## src/design/clcd_pkg.sv

```systemverilog
`timescale 1ns / 1ps
// ----------------------------------------------------------------------------
// clcd_pkg
// Shared types and constants for the character display controller.
// ----------------------------------------------------------------------------
package clcd_pkg;

    localparam int CELLS_PER_LINE_DEF = 16;
    localparam int MAX_OFFSET_DEF     = 24;

    localparam logic [1:0] ACT_INSTR = 2'd0;
    localparam logic [1:0] ACT_DATA  = 2'd1;
    localparam logic [1:0] ACT_READ  = 2'd2;
    localparam logic [1:0] ACT_LOAD  = 2'd3;

    localparam logic [6:0] LINE2_BASE = 7'h40;
    localparam logic [6:0] LINE1_LAST = 7'h27;
    localparam logic [6:0] LINE2_LAST = 7'h67;
    localparam logic [7:0] BLANK_CODE = 8'h20;

    // Classified command handed from front to back
    typedef struct packed {
        logic [1:0] action;
        logic [7:0] value;
        logic [4:0] cell_req;
        logic [2:0] pixel_row;
        logic [7:0] char_code;
        logic       blink_phase;
    } cmd_t;

endpackage

```

## src/design/clcd_front.sv

```systemverilog
`timescale 1ns / 1ps
// ----------------------------------------------------------------------------
// clcd_front
// Accepts transactions into a two-entry queue toward the execution engine.
// ----------------------------------------------------------------------------
module clcd_front (
    input  logic          aclk,
    input  logic          aresetn,
    input  logic          in_valid,
    output logic          in_ready,
    input  clcd_pkg::cmd_t in_cmd,
    output logic          q_valid,
    input  logic          q_pop,
    output clcd_pkg::cmd_t q_cmd
);
    import clcd_pkg::*;

    cmd_t       slot_reg [2];
    logic       wr_ptr_reg, rd_ptr_reg;
    logic [1:0] cnt_reg;
    logic       push;

    assign in_ready = (cnt_reg != 2'd2);
    assign push     = in_valid && in_ready;
    assign q_valid  = (cnt_reg != 2'd0);
    assign q_cmd    = slot_reg[rd_ptr_reg];

    // Store payload
    always_ff @(posedge aclk) begin
        if (push) begin
            slot_reg[wr_ptr_reg] <= in_cmd;
        end
    end

    // Advance pointers and count
    always_ff @(posedge aclk) begin
        if (!aresetn) begin
            wr_ptr_reg <= 1'b0;
            rd_ptr_reg <= 1'b0;
            cnt_reg    <= 2'd0;
        end else begin
            if (push) wr_ptr_reg <= ~wr_ptr_reg;
            if (q_pop) rd_ptr_reg <= ~rd_ptr_reg;
            cnt_reg <= cnt_reg + {1'b0, push} - {1'b0, q_pop};
        end
    end
endmodule

```

## config.mk

```make
export PLATFORM = sky130hd
export DESIGN_NAME = clcd_front
export DESIGN_NICKNAME = d
export VERILOG_FILES = /design/src/design/clcd_pkg.sv /design/src/design/clcd_front.sv
export SDC_FILE = /design/constraint.sdc
export NUM_CORES = 1
export LEC_CHECK = 0
export BUFFER_PORTS_ARGS = -buffer_cell sky130_fd_sc_hd__buf_2
export CORE_UTILIZATION = 50
export DETAILED_ROUTE_END_ITERATION = 12
export GPL_ROUTABILITY_DRIVEN = 0
export GPL_TIMING_DRIVEN = 0
export MAX_ROUTING_LAYER = met4
export PLACE_DENSITY = 0.89
export SYNTH_ARGS = -nofsm -noshare
export SYNTH_HDL_FRONTEND = slang
export SYNTH_SLANG_ARGS = --single-unit
```

## constraint.sdc

```tcl
create_clock -name aclk -period 5 [get_ports aclk]
set_input_delay 0.5 -clock aclk [delete_from_list [all_inputs] [get_ports aclk]]
set_output_delay 0.5 -clock aclk [all_outputs]
set_load 0.03 [all_outputs]
```

# After elaboration in Yosys (flattened, before gate mapping)
# Memories as Yosys holds them, arrays and structs flattened. A register that Yosys moved wholly into a read port is not among the register bits.
# Index checks and enable logic that the tools add are counted.
# totals
ram_bits	54
input_bits	31
output_inout_bits	29
register_bits	4
memories	1
# mem_list
memory	depth	word_bits	read_ports	rd_ports_with_merged_regs	write_ports	line	rtl
slot_reg	2	27	1	1	1	clcd_front.sv:18	cmd_t slot_reg [2];
# op_classes
mux	4
add_sub_neg	2
bitwise	2
reduce_logical	2
eq_ne	1
# op_table
operator	n
1-bit 2-to-1 mux	4
2-bit by 1-bit adder with 2-bit output	1
2-bit inequality test (second input constant)	1
1-bit NOT	2
2-bit nonzero test	1
2-bit by 1-bit subtractor with 2-bit output	1
1-bit logical AND	1

# Depth between registers and ports, before layout
# logic_depth
depth_word	4
ltp_mapped	7

# Worst setup path after synthesis
# No wires, ideal clock.
# synth_timing
path_type	flip-flop to flip-flop
start	register cnt_reg[0]
end	memory slot_reg[1][0] (netlist bit), enable pin
setup_ns	0.386
stages_incl_launch_ff	3
arrival_time_ns	1.516
t_required_ns	4.614
synth_period_minus_slack_ns	1.902
path_slack_ns	3.098
path_cell_list	dfxtp_1 -> nand2b_1 -> and3_1
# synth_via
elab_chain_cells	4
# synth_lines
element	line	rtl
from (decl)	clcd_front.sv:20	logic [1:0] cnt_reg;
from (signal assigned)	clcd_front.sv:44	cnt_reg <= cnt_reg + {1'b0, push} - {1'b0, q_pop};
2-bit inequality test	clcd_front.sv:23	assign in_ready = (cnt_reg != 2'd2);
via in_ready	clcd_front.sv:10	output logic in_ready,
1-bit logical AND	clcd_front.sv:24	assign push = in_valid && in_ready;
1-bit 2-to-1 mux	clcd_front.sv:30	if (push) begin
1-bit 2-to-1 mux (implied by the code)	clcd_front.sv:31	slot_reg[wr_ptr_reg] <= in_cmd;
to (decl)	clcd_front.sv:18	
# The timed path passes the listed nets, and every way through them passes these cells.

==> flow_summary.yaml <==
min_path:
  worstHoldPathType: "in -> reg"
route:
  drc: 0
  drtPass1Iterations: 4
  dr_total_vias: 1205
  viasPerCell: 5.11
  drt_wl_total_um: 3830
  wl_per_cell_um: 16.2
  dr.first_iter.drc_count: 109
  ant_nets: 0
synth:
  synth_fp_nets: 144
  synth-async-reset-ratio_pct: 0
  synthDistinctLibCells: 23
  ys_seq_area_share_pct: 77.6
  syn_area_per_cell_um2: 19.8
  syn_area_um2: 2220
  yosys_warnings: 0
  ys_ff_latch: 59
  synth-edff-count: 54
  synthFlopType: "edfxtp_1"
  postSynthCellCount: 112
timing:
  post-route-period-util_pct: 41.3
  final_hold_viol_count: 0
  hold_slack_ns: 0.366
  skew_ns: 0.00742
  rsz0062_at_grt: "false"
  fmax_ghz: 0.484
  layout_min_cycle_time_ns: 2.07
  relSlewSlack_pct: 19.9
  tns_ns: 0
  setup_viol: 0
  tightestPinTransition_ns: 1.20
  drv_slew: 0
layout:
  final_area_um2: 2730
  drive_above_1_share_pct: 54.8
  largest_register_ffs: 54
  syn_to_final_growth_pct: 22.8
  diodes: 0
  nets: 214
  post-route-util_pct: 65.8
  nFillCells: 302
cts:
  cts_sinks: 59
  cts-htree-levels: 3
  cts_tree: "built"
  clkSlewWorstSetupHoldPaths_ns: 0.06
  cts_resized: 0
  cts_buffers: 9
  clock_latency_ns: 0.32
  clk_path_buf_depth: 2
  clock-root-buffer: "clkbuf_8"
  cts_setup_buffers: 0
  cts_hold_buf: 0
floorplanning:
  dieArea_um2: 4710
  start_util_pct: 53.6
  rows: 23
  dieWidth_um: 68.6
  ios: 60
  die_y_um: 68.6
  core_um2: 4140
placement:
  dpl.hpwl_um: 2620
  place_area_um2: 2580
  port_buffers: 59
power_and_ir_drop:
  p_leak_nw: 1.05
  irDropWorstVdd_mv: 0.243
  power.density_nw_per_um2: 421
  finalPower_mw: 1.15
global_route:
  grt_max_degree: 28
  grtUsageTotal_pct: 18.1
  grt_pass1_wl_um: 5490
  globalRouteOverflowTotal: 0
  grt_pass1_vias: 1206
  antenna_found_initial: 0
setup_path:
  worst_ep_arrival_time_ns: 1.57
  critical_path_class: "reg -> out"
  crit_fanout: 10
  worst_path_most_repeated_cell: "buf_2"
  endpoint_kind: "output port"
  r2r_slack_ns: 2.98
  cpPeakStageDelay_ns: 0.35
  cpMaxStageDelayCell: "mux2_2"
  cp-start-kind: "flop"
  worst_ep_required_time_ns: 4.50
  crit_chain: "buf_2 -> buf_6 -> mux2_2 -> buf_2"
outcome:
  status: "completed"
job:
  maxCapViolCount: 0
-- report_power, final --
part           internal (mW)  switching, mW
registers              0.590         0.0139
clock network          0.167          0.166
logic                 0.0749          0.134
total                  0.832          0.314
-- routing by layer --
metal  vias to the layer above  wire length, um  track usage [%]
li1                        572                -                -
met1                       572             1510             19.0
met2                        54             2010             30.1
met3                         7              247             4.44
met4                         0               68             12.2
met5                         -                0                -
-- cells in the final DEF, fill, tap and decap left out, types with 2 or more instances in the layout --
cell / Yosys / final
buf_2: 1 / 60
edfxtp_1: 54 / 54
mux2_2: 27 / 27
clkbuf_8: 0 / 9
dfxtp_1: 5 / 5
clkinv_1: 0 / 5
and2_1: 3 / 3
nand2_1: 2 / 2
buf_6: 2 / 2
nand3b_1: 2 / 2
inv_1: 2 / 2
-- per-stage QoR --
step	setup slack, ns	cells
after floorplan	3.10	112
after global routing	2.79	236
after global placement	2.98	221
after detailed placement	2.90	221
final	2.93	236
after CTS	2.90	236
-- critical path: cells and delay by family (launching register included) --
kind | cells | cell delay [ns]
buffers and inverters | 3 | 0.60
multiplexers | 1 | 0.35
flip-flops | 1 | 0.30
-- final timing paths --
kind / startpoint / to / depth (start not counted)
setup / recovery: flop / q_cmd[10] / 4
hold / removal: in_cmd[12] / slot_reg[0][12]$_DFFE_PP_ / 1
hold reg to reg: rd_ptr_reg$_SDFFE_PN0P_ / rd_ptr_reg$_SDFFE_PN0P_ / 2
setup reg to reg: cnt_reg[0]$_SDFF_PN0_ / slot_reg[1][22]$_DFFE_PP_ / 2
-- cells in the mapped netlist (2+ instances only) --
cell type   n  area, um^2
and2_1      3        18.8
buf_6       2        22.5
dfxtp_1     5         100
edfxtp_1   54        1620
inv_1       2        7.51
mux2_2     27         304
nand2_1     2        7.51
nand3b_1    2        15.0
-- area by class of cell --
class | instances | area (um^2) | area share (%)
sequential | 59 | 1720 | 63.2
multi-input combinational | 48 | 463 | 17.0
timing repair buffer | 59 | 295 | 10.8
clock buffer | 9 | 124 | 4.55
tap | 50 | 62.6 | 2.30
buffer | 3 | 27.5 | 1.01
clock inverter | 6 | 23.8 | 0.872
inverter | 2 | 7.51 | 0.275
-- cells by family (layout without fill, tap and decap cells) --
group / Yosys count / after routing / share of synthesized area [%]
simple gates: 12 / 12 / 3.33
mux: 28 / 28 / 14.1
flops: 59 / 59 / 77.6
buf+inv: 5 / 79 / 1.58
fa+ha+maj: 1 / 1 / 0.564
compound gates: 5 / 5 / 2.03
xor+xnor: 2 / 2 / 0.789
No activity file was read; power rests on OpenSTA's default activity.
